--- config.mk ---
export PLATFORM = sky130hd
export DESIGN_NAME = round_robin_time_slice_scheduler
export DESIGN_NICKNAME = d
export VERILOG_FILES = /design/src/rtl/rrs_pkg.sv /design/src/rtl/rrs_front.sv /design/src/rtl/rrs_back.sv /design/src/rtl/round_robin_time_slice_scheduler.sv
export SDC_FILE = /design/constraint.sdc
export NUM_CORES = 2
export LEC_CHECK = 0
export BUFFER_PORTS_ARGS = -buffer_cell sky130_fd_sc_hd__buf_4
export CAP_MARGIN = 15
export CORE_MARGIN = 5
export CORE_UTILIZATION = 56
export CTS_CLUSTER_SIZE = 28
export DETAILED_ROUTE_END_ITERATION = 16
export GPL_TIMING_DRIVEN = 0
export PLACE_DENSITY = 0.7
export SYNTH_ARGS = -nofsm -noshare
export SYNTH_HDL_FRONTEND = slang
export SYNTH_HIERARCHICAL = 1
export SYNTH_SLANG_ARGS = --single-unit
--- constraint.sdc ---
create_clock -name clk -period 14.3 [get_ports clk]
set_clock_uncertainty 0.05 [all_clocks]
set_input_delay 2.86 -clock clk [delete_from_list [all_inputs] [get_ports clk]]
set_output_delay 2.86 -clock clk [all_outputs]
set_load 0.02 [all_outputs]
--- src/rtl/rrs_pkg.sv ---
`timescale 1ns / 1ps
// ----------------------------------------------------------------------------
// rrs_pkg
// Shared types and constants of the round-robin time-slice scheduler.
// ----------------------------------------------------------------------------
package rrs_pkg;

  // ready queue geometry
  localparam int QUEUE_DEPTH = 16;
  localparam int QIDX_W      = $clog2(QUEUE_DEPTH);
  localparam int QCNT_W      = $clog2(QUEUE_DEPTH + 1);

  // command queue between front and back
  localparam int CMDQ_DEPTH  = 2;
  localparam int CMDQ_PTR_W  = $clog2(CMDQ_DEPTH);
  localparam int CMDQ_CNT_W  = $clog2(CMDQ_DEPTH + 1);

  // field widths
  localparam int ID_W     = 16;
  localparam int TIME_W   = 16;
  localparam int SUM_W    = 32;
  localparam int STATUS_W = 3;
  localparam int COUNT_W  = 5;

  // result status codes
  typedef enum logic [STATUS_W-1:0] {
    ST_RAN     = 3'd0,
    ST_PREEMPT = 3'd1,
    ST_FINISH  = 3'd2,
    ST_IDLE    = 3'd3,
    ST_FULL    = 3'd4
  } status_t;

  // classified command kind
  typedef enum logic {
    CMD_ARRIVE = 1'b0,
    CMD_TICK   = 1'b1
  } cmd_kind_t;

  typedef struct packed {
    cmd_kind_t         kind;
    logic [ID_W-1:0]   proc_id;
    logic [TIME_W-1:0] burst;
  } cmd_t;

  // head of the command queue as seen by the back end
  typedef struct packed {
    logic valid;
    cmd_t cmd;
  } cmd_head_t;

  // one ready queue entry
  typedef struct packed {
    logic [ID_W-1:0]   proc_id;
    logic [TIME_W-1:0] arrival;
    logic [TIME_W-1:0] burst;
    logic [TIME_W-1:0] remaining;
  } entry_t;

  // back end sequencer
  typedef enum logic {
    BK_IDLE = 1'b0,
    BK_EXEC = 1'b1
  } bk_state_t;

  // wrap-around successor of a ready queue index
  function automatic logic [QIDX_W-1:0] next_slot(input logic [QIDX_W-1:0] idx);
    logic [QIDX_W-1:0] res;
    if (idx == QIDX_W'(QUEUE_DEPTH - 1)) begin
      res = '0;
    end else begin
      res = idx + QIDX_W'(1);
    end
    return res;
  endfunction

endpackage

--- src/rtl/rrs_front.sv ---
`timescale 1ns / 1ps
// ----------------------------------------------------------------------------
// rrs_front
// Takes input beats, classifies them into arrival or tick commands and holds
// them in a short command queue for the back end.
// ----------------------------------------------------------------------------
module rrs_front (
  input  logic                        clk,
  input  logic                        rst,
  input  logic                        start,
  input  logic                        mode,
  input  logic [rrs_pkg::ID_W-1:0]    proc_id,
  input  logic [rrs_pkg::TIME_W-1:0]  burst_length,
  output logic                        busy,
  output rrs_pkg::cmd_head_t          head,
  input  logic                        pop
);

  rrs_pkg::cmd_t                     slots [rrs_pkg::CMDQ_DEPTH];
  logic [rrs_pkg::CMDQ_PTR_W-1:0]    wr_ptr;
  logic [rrs_pkg::CMDQ_PTR_W-1:0]    rd_ptr;
  logic [rrs_pkg::CMDQ_CNT_W-1:0]    count;
  logic                              push;
  logic                              do_pop;
  rrs_pkg::cmd_t                     new_cmd;

  // accept a beat whenever a slot is free
  assign busy   = (count == rrs_pkg::CMDQ_CNT_W'(rrs_pkg::CMDQ_DEPTH));
  assign push   = start && !busy;
  assign do_pop = pop && (count != '0);

  // classify the incoming beat
  always_comb begin
    new_cmd.kind    = mode ? rrs_pkg::CMD_TICK : rrs_pkg::CMD_ARRIVE;
    new_cmd.proc_id = proc_id;
    new_cmd.burst   = burst_length;
  end

  // command storage
  always_ff @(posedge clk) begin
    if (push) begin
      slots[wr_ptr] <= new_cmd;
    end
  end

  // pointers and fill count
  always_ff @(posedge clk) begin
    if (rst) begin
      wr_ptr <= '0;
      rd_ptr <= '0;
      count  <= '0;
    end else begin
      if (push) begin
        wr_ptr <= wr_ptr + rrs_pkg::CMDQ_PTR_W'(1);
      end
      if (do_pop) begin
        rd_ptr <= rd_ptr + rrs_pkg::CMDQ_PTR_W'(1);
      end
      priority if (push && !do_pop) begin
        count <= count + rrs_pkg::CMDQ_CNT_W'(1);
      end else if (do_pop && !push) begin
        count <= count - rrs_pkg::CMDQ_CNT_W'(1);
      end else begin
        count <= count;
      end
    end
  end

  // head of queue toward the back end
  assign head.valid = (count != '0);
  assign head.cmd   = slots[rd_ptr];

endmodule

--- src/rtl/rrs_back.sv ---
`timescale 1ns / 1ps
// ----------------------------------------------------------------------------
// rrs_back
// Executes arrival and tick commands against the ready queue memory and
// produces one registered result per command where one is due.
// ----------------------------------------------------------------------------
module rrs_back (
  input  logic                          clk,
  input  logic                          rst,
  input  rrs_pkg::cmd_head_t            head,
  output logic                          pop,
  input  logic                          cfg_write,
  input  logic [rrs_pkg::TIME_W-1:0]    cfg_data,
  output logic                          done,
  output logic [rrs_pkg::STATUS_W-1:0]  status,
  output logic [rrs_pkg::ID_W-1:0]      slice_proc_id,
  output logic [rrs_pkg::TIME_W-1:0]    wait_time,
  output logic [rrs_pkg::SUM_W-1:0]     total_wait,
  output logic [rrs_pkg::COUNT_W-1:0]   queue_count
);

  rrs_pkg::bk_state_t               state;
  rrs_pkg::bk_state_t               state_next;
  rrs_pkg::entry_t                  mem [rrs_pkg::QUEUE_DEPTH];
  rrs_pkg::entry_t                  rd_data;
  logic                             rd_en;
  logic                             mem_we;
  logic [rrs_pkg::QIDX_W-1:0]       mem_waddr;
  rrs_pkg::entry_t                  mem_wdata;

  logic [rrs_pkg::QIDX_W-1:0]       head_index;
  logic [rrs_pkg::QIDX_W-1:0]       tail_index;
  logic [rrs_pkg::QCNT_W-1:0]       entry_count;
  logic [rrs_pkg::TIME_W-1:0]       slice_counter;
  logic [rrs_pkg::TIME_W-1:0]       current_time;
  logic [rrs_pkg::SUM_W-1:0]        wait_sum;
  logic [rrs_pkg::TIME_W-1:0]       quantum;
  rrs_pkg::status_t                 status_q;

  logic                             is_arrive;
  logic                             q_full;
  logic                             q_empty;
  logic                             finishing;
  logic                             expiring;
  logic [rrs_pkg::TIME_W-1:0]       wait_calc;
  logic [rrs_pkg::SUM_W:0]          sum_wide;
  logic [rrs_pkg::SUM_W-1:0]        sum_sat;
  rrs_pkg::entry_t                  upd_entry;

  assign is_arrive = (head.cmd.kind == rrs_pkg::CMD_ARRIVE);
  assign q_full    = (entry_count == rrs_pkg::QCNT_W'(rrs_pkg::QUEUE_DEPTH));
  assign q_empty   = (entry_count == '0);

  // next state
  always_comb begin
    state_next = state;
    unique case (state)
      rrs_pkg::BK_IDLE: begin
        if (head.valid && !is_arrive && !q_empty) begin
          state_next = rrs_pkg::BK_EXEC;
        end
      end
      rrs_pkg::BK_EXEC: begin
        state_next = rrs_pkg::BK_IDLE;
      end
      default: begin
        state_next = rrs_pkg::BK_IDLE;
      end
    endcase
  end

  // sequencer outputs
  always_comb begin
    pop   = 1'b0;
    rd_en = 1'b0;
    unique case (state)
      rrs_pkg::BK_IDLE: begin
        pop   = head.valid;
        rd_en = head.valid && !is_arrive && !q_empty;
      end
      rrs_pkg::BK_EXEC: begin
        pop   = 1'b0;
        rd_en = 1'b0;
      end
      default: begin
        pop   = 1'b0;
        rd_en = 1'b0;
      end
    endcase
  end

  always_ff @(posedge clk) begin
    if (rst) begin
      state <= rrs_pkg::BK_IDLE;
    end else begin
      state <= state_next;
    end
  end

  // slice arithmetic on the head entry
  assign finishing = (rd_data.remaining <= rrs_pkg::TIME_W'(1));
  assign expiring  = (slice_counter >= quantum);
  assign wait_calc = current_time + rrs_pkg::TIME_W'(1) - rd_data.arrival - rd_data.burst;
  assign sum_wide  = {1'b0, wait_sum} + (rrs_pkg::SUM_W + 1)'(wait_calc);
  assign sum_sat   = sum_wide[rrs_pkg::SUM_W] ? '1 : sum_wide[rrs_pkg::SUM_W-1:0];

  always_comb begin
    upd_entry           = rd_data;
    upd_entry.remaining = rd_data.remaining - rrs_pkg::TIME_W'(1);
  end

  // memory write selection
  always_comb begin
    mem_we    = 1'b0;
    mem_waddr = tail_index;
    mem_wdata = upd_entry;
    if (state == rrs_pkg::BK_IDLE) begin
      mem_we              = pop && is_arrive && !q_full;
      mem_waddr           = tail_index;
      mem_wdata.proc_id   = head.cmd.proc_id;
      mem_wdata.arrival   = current_time;
      mem_wdata.burst     = head.cmd.burst;
      mem_wdata.remaining = head.cmd.burst;
    end else if (!finishing) begin
      mem_we    = 1'b1;
      mem_waddr = expiring ? tail_index : head_index;
    end
  end

  // ready queue memory
  always_ff @(posedge clk) begin
    if (mem_we) begin
      mem[mem_waddr] <= mem_wdata;
    end
    if (rd_en) begin
      rd_data <= mem[head_index];
    end
  end

  // scheduler state and result beat
  always_ff @(posedge clk) begin
    if (rst) begin
      head_index    <= '0;
      tail_index    <= '0;
      entry_count   <= '0;
      slice_counter <= rrs_pkg::TIME_W'(1);
      current_time  <= '0;
      wait_sum      <= '0;
      quantum       <= rrs_pkg::TIME_W'(1);
      done          <= 1'b0;
    end else begin
      done <= 1'b0;
      if (cfg_write) begin
        quantum <= cfg_data;
      end
      if (state == rrs_pkg::BK_IDLE && pop) begin
        if (is_arrive) begin
          if (q_full) begin
            done        <= 1'b1;
            status_q    <= rrs_pkg::ST_FULL;
            slice_proc_id <= head.cmd.proc_id;
            wait_time   <= '0;
            total_wait  <= wait_sum;
            queue_count <= rrs_pkg::COUNT_W'(entry_count);
          end else begin
            tail_index  <= rrs_pkg::next_slot(tail_index);
            entry_count <= entry_count + rrs_pkg::QCNT_W'(1);
          end
        end else if (q_empty) begin
          current_time  <= current_time + rrs_pkg::TIME_W'(1);
          done          <= 1'b1;
          status_q      <= rrs_pkg::ST_IDLE;
          slice_proc_id <= '0;
          wait_time     <= '0;
          total_wait    <= wait_sum;
          queue_count   <= rrs_pkg::COUNT_W'(entry_count);
        end
      end else if (state == rrs_pkg::BK_EXEC) begin
        current_time  <= current_time + rrs_pkg::TIME_W'(1);
        done          <= 1'b1;
        slice_proc_id <= rd_data.proc_id;
        priority if (finishing) begin
          head_index    <= rrs_pkg::next_slot(head_index);
          entry_count   <= entry_count - rrs_pkg::QCNT_W'(1);
          slice_counter <= rrs_pkg::TIME_W'(1);
          wait_sum      <= sum_sat;
          status_q      <= rrs_pkg::ST_FINISH;
          wait_time     <= wait_calc;
          total_wait    <= sum_sat;
          queue_count   <= rrs_pkg::COUNT_W'(entry_count - rrs_pkg::QCNT_W'(1));
        end else if (expiring) begin
          head_index    <= rrs_pkg::next_slot(head_index);
          tail_index    <= rrs_pkg::next_slot(tail_index);
          slice_counter <= rrs_pkg::TIME_W'(1);
          status_q      <= rrs_pkg::ST_PREEMPT;
          wait_time     <= wait_calc;
          total_wait    <= wait_sum;
          queue_count   <= rrs_pkg::COUNT_W'(entry_count);
        end else begin
          slice_counter <= slice_counter + rrs_pkg::TIME_W'(1);
          status_q      <= rrs_pkg::ST_RAN;
          wait_time     <= '0;
          total_wait    <= wait_sum;
          queue_count   <= rrs_pkg::COUNT_W'(entry_count);
        end
      end
    end
  end

  assign status = status_q;

endmodule

--- src/rtl/round_robin_time_slice_scheduler.sv ---
`timescale 1ns / 1ps
// ----------------------------------------------------------------------------
// round_robin_time_slice_scheduler
// Round-robin scheduler with a programmable quantum: arrivals enter a ready
// queue, ticks run the head process one unit and finish, requeue or keep it.
//
//   channel  handshake          payload
//   in       start / busy       mode, proc_id, burst_length
//   cfg      cfg_write          cfg_data (quantum)
//   out      done (strobe)      status, slice_proc_id, wait_time,
//                               total_wait, queue_count
//
// The front takes one beat per cycle until its two-entry command queue fills.
// The back end handles an arrival or an idle tick in its idle state; a tick
// with work queued also passes its exec state: the head entry is read from
// the queue memory into a register, then updated and written back.
// Reset clears pointers, counts, time and wait sum and sets quantum to 1;
// queue memory is not cleared. Results are single-cycle strobes.
// ----------------------------------------------------------------------------
module round_robin_time_slice_scheduler (
  input  logic                          clk,
  input  logic                          rst,
  input  logic                          start,
  output logic                          busy,
  input  logic                          mode,
  input  logic [rrs_pkg::ID_W-1:0]      proc_id,
  input  logic [rrs_pkg::TIME_W-1:0]    burst_length,
  input  logic                          cfg_write,
  input  logic [rrs_pkg::TIME_W-1:0]    cfg_data,
  output logic                          done,
  output logic [rrs_pkg::STATUS_W-1:0]  status,
  output logic [rrs_pkg::ID_W-1:0]      slice_proc_id,
  output logic [rrs_pkg::TIME_W-1:0]    wait_time,
  output logic [rrs_pkg::SUM_W-1:0]     total_wait,
  output logic [rrs_pkg::COUNT_W-1:0]   queue_count
);

  rrs_pkg::cmd_head_t cmd_head;
  logic               cmd_pop;

  // accept and classify
  rrs_front u_front (
    .clk          (clk),
    .rst          (rst),
    .start        (start),
    .mode         (mode),
    .proc_id      (proc_id),
    .burst_length (burst_length),
    .busy         (busy),
    .head         (cmd_head),
    .pop          (cmd_pop)
  );

  // execute against the ready queue
  rrs_back u_back (
    .clk           (clk),
    .rst           (rst),
    .head          (cmd_head),
    .pop           (cmd_pop),
    .cfg_write     (cfg_write),
    .cfg_data      (cfg_data),
    .done          (done),
    .status        (status),
    .slice_proc_id (slice_proc_id),
    .wait_time     (wait_time),
    .total_wait    (total_wait),
    .queue_count   (queue_count)
  );

  // queue occupancy never exceeds its depth
  a_count_bound: assert property (@(posedge clk) disable iff (rst)
    done |-> (queue_count <= rrs_pkg::COUNT_W'(rrs_pkg::QUEUE_DEPTH)))
    else $error("queue count above depth");

  // a rejected arrival only happens with a full queue
  a_full_reject: assert property (@(posedge clk) disable iff (rst)
    (done && status == rrs_pkg::ST_FULL) |->
      (queue_count == rrs_pkg::COUNT_W'(rrs_pkg::QUEUE_DEPTH)))
    else $error("arrival rejected with room in queue");

  // an idle tick reports an empty queue and no process
  a_idle_empty: assert property (@(posedge clk) disable iff (rst)
    (done && status == rrs_pkg::ST_IDLE) |->
      (queue_count == '0 && slice_proc_id == '0 && wait_time == '0))
    else $error("idle tick with queued work");

  // a plain run reports no waiting time
  a_ran_nowait: assert property (@(posedge clk) disable iff (rst)
    (done && status == rrs_pkg::ST_RAN) |-> (wait_time == '0 && queue_count != '0))
    else $error("running slice reports wait time");

endmodule
==> results by group <==
Yosys
  – Flops & latches, synth: 1326
  – Largest family of logic cells by synthesized area: multiplexers
  – Post-synthesis compound-gate area fraction: 3.27%
  – Post-Synth XOR/XNOR Area: 1.37%
  – Number of synthesized flops with an enable pin: 1226
  – Count leader, synth: edfxtp_1
  – Leading post-synthesis cells by cell area: edfxtp_1 (69%), mux4_2 (13%), dfxtp_1 (3.7%)
  – Most instantiated cells after synthesis: edfxtp_1 (1226), mux4_2 (320), nor2_1 (143)
  – Syn Inst Count: 2812
  – Synth unique cells: 76
  – Leading area contributor after synthesis: edfxtp_1
  – Mux cell area share after synthesis: 15.6%
  – Cell area after synthesis: 53700 um2
  – Synth Area in Adders: 1.97%
  – Yosys warns: 6
  – Avg Cell Area, Syn: 19.1 um2
  – Fraction of registers with async set/reset: 0%
  – Syn nets: 2940
  – Simple-Gate Fraction of Synth Area: 3.97%
  – Yosys top cell area share: 68.6%
  – Top FF cell, synth: edfxtp_1
  – Sequential area share after synthesis: 72.3%

GRT
  – Pin count of the biggest net entering global routing: 22
  – GRT Overall Usage: 26.9%
  – Initial antenna violation count: 1
  – Global-route wire length before repair: 201000 um
  – Vias in the first global route: 30.1k
  – Grt total ovfl: 0

Detailed routing
  – Vias: 29.4k
  – Via density: 6.46
  – DRC Markers: 0
  – Initial DRC count: 3564
  – Post-Route WL: 138000 um
  – Antenna-violating nets left: 0
  – WL per Instance: 30.3 um
  – DRT Pass-1 Iters: 6

Die
  – Rows: 113
  – Die Ht: 320 um
  – Io pins: 127
  – Core Region: 95000 um2
  – Die ar.: 102000 um2
  – Die X: 320 um
  – Initial Util: 56.5%

STA
  – Period utilization: 45.7%
  – Final min period: 6530 ps
  – Fin. max-slew vios: 0
  – RSZ-0062 raised after global routing: false
  – Tightest Pin Transition: 1170 ps
  – Worst relative slew slack: 21.7%
  – F_max: 153 MHz
  – Worst setup margin: 7770 ps
  – # setup viols final: 0
  – Final TNS setup: 0 ps
  – Hold Vio Cnt, Final: 0

Final layout
  – Nets: 3299
  – Area occupied by multi-input gates: 14300 um2
  – FF/Latch Area: 38800 um2
  – Antenna cell count: 0
  – Layout cell share with drive strength beyond 1: 26.8%
  – Layout Area Growth over Synthesis: 17.1%
  – Fillers: 6165

Hold path
  – Hold Path Depth: 2
  – Hold WC Path Type: reg -> reg

CTS
  – Clock Path Buffers: 3
  – Post-CTS resize count: 0
  – Root Buffer: clkbuf_16
  – Setup Fix Bufs, Post-CTS: 0
  – Num Clock Sinks: 1326
  – Clk slew on worst S/H paths: 60 ps
  – CTS H-Tree Depth: 4
  – CTS buffer count: 137
  – Post-CTS Hold Fix Bufs: 0
  – Clk Latency, worst-skew pair: 730 ps
  – TritonCTS clock tree: built

Worst setup path
  – Setup crit start kind: register
  – FF-to-FF setup slack: 7770 ps
  – CP cell instances: ha_1 -> nand3_1 -> nor2_1 -> and3_1 -> and3_1 -> xor2_1 -> fa_1 -> ha_1 -> a21o_1 -> a21oi_1 -> nor2b_1 -> a41o_1 -> o41ai_1 -> xnor2_1 -> ha_1 -> nand3_1 -> nor2_1 -> inv_1 -> o21ai_1 -> and2_2 -> clkbuf_8 -> clkbuf_1 -> nor2_1 -> o21ai_0
  – CP arrival: 6990 ps
  – Worst-case reg-to-reg path depth: 24
  – Critical-path top delay cell: o21ai_1
  – CP max FO: 10
  – Cell family with most CP delay: compound AO/OA/AOI/OAI gates
  – CP required: 14770 ps
  – Crit Path Category: reg -> reg
  – Worst Path Buf+Inv: 3
  – Critical path's largest stage delay: 530 ps
  – Worst Setup End Kind: register
  – CP Depth: 24

Place
  – I/O Buffers: 125
  – Detailed Place HPWL: 91300 um
  – Place WS: 7880 ps
  – RePlAce Congestion: 0.874

Power
  – Peak supply drop: 101 uV
  – Pwr dens: 159 nW/um2
  – Leak Pwr: 0.0204 uW
  – Overall power: 9970 uW

Flow run
  – Max-Cap Viols: 0

Status
  – Status: finished clean
[registers in the layout (all words and copies together), names as in the netlist, 3 cells and up, named ones only]
name and cells:
u_back/current_time 16, u_back/entry_count 5, u_back/head_index 4, u_back/mem 1024
u_back/quantum 16, u_back/queue_count 5, u_back/rd_data 64, u_back/slice_counter 16
u_back/slice_proc_id 16, u_back/status 3, u_back/tail_index 4, u_back/total_wait 32
u_back/wait_sum 32, u_back/wait_time 16, u_front/slots 66
[final cells by class]
class / count / area share [%]
flip-flops and latches: 1326 / 61.8
multi-input cells: 1289 / 22.7
clock buffers: 176 / 5.97
repair buffers: 220 / 4.65
well taps: 1265 / 2.52
clock inverters: 71 / 1.11
plain buffers: 126 / 0.860
inverters: 71 / 0.424
[power by group]
group | internal (uW) | leakage, uW | total [uW] | switching [uW]
clock | 2070 | 0.00217 | 3520 | 1440
sequential | 4770 | 0.0120 | 4850 | 77.9
combinational | 541 | 0.00630 | 1610 | 1070
[cells in the final DEF, fill, tap and decap left out, drive strengths merged, types with 21 or more instances in the layout]
cell and instances:
edfxtp 1226, mux4 320, clkbuf 266, buf 256
nor2 143, nand2 112, dfxtp 100, a21oi 85
mux2 82, inv 73, ha 59, clkinv 52
o21ai 50, xnor2 47, xor2 37, and2 27
a211oi 25, nand3 23, and3 23, mux2i 22
a21o 21
[logic make-up after synthesis]
kind of cell,count (synthesis)
AO/OA/AOI/OAI,271
XOR/XNOR,84
adder cells (fa/ha/maj),75
buffers and inverters,197
flip-flops,1326
multiplexers,424
AND/OR/NAND/NOR,435
[tightest hold or removal path: cells and delay by family (launching register included)]
| kind | cells | cell delay, ps |
|---|---|---|
| flip-flops | 1 | 330 |
| multiplexers | 1 | 70 |
| AND/OR/NAND/NOR | 1 | 60 |
[layer usage]
layer	wire, um	GRT usage, %	share of wire (%)
met5	14	0	0.010
met4	4370	8.67	3.2
met3	14200	5.70	10
met2	67400	43.9	49
met1	51600	37.1	37
[final timing paths]
path | startpoint | endpoint
setup / recovery | u_back/current_time[1] | u_back/total_wait[14]
hold / removal | u_back/quantum[0] | u_back/quantum[0]
setup reg to reg | u_back/current_time[1] | u_back/total_wait[14]
hold reg to reg | u_back/quantum[0] | u_back/quantum[0]
[stage by stage]
stage	std cells	utilization, %	hold WS, ps	cell area, um2
2_1_floorplan	2812	-	396	53700
3_3_place_gp	4202	59.1	416	56200
3_5_place_dp	4280	61.2	423	58200
4_1_cts	4527	65.9	438	62600
5_1_grt	4544	66.1	462	62800
6_report	4544	66.1	436	62800
Power figures use the tool's default switching activity.
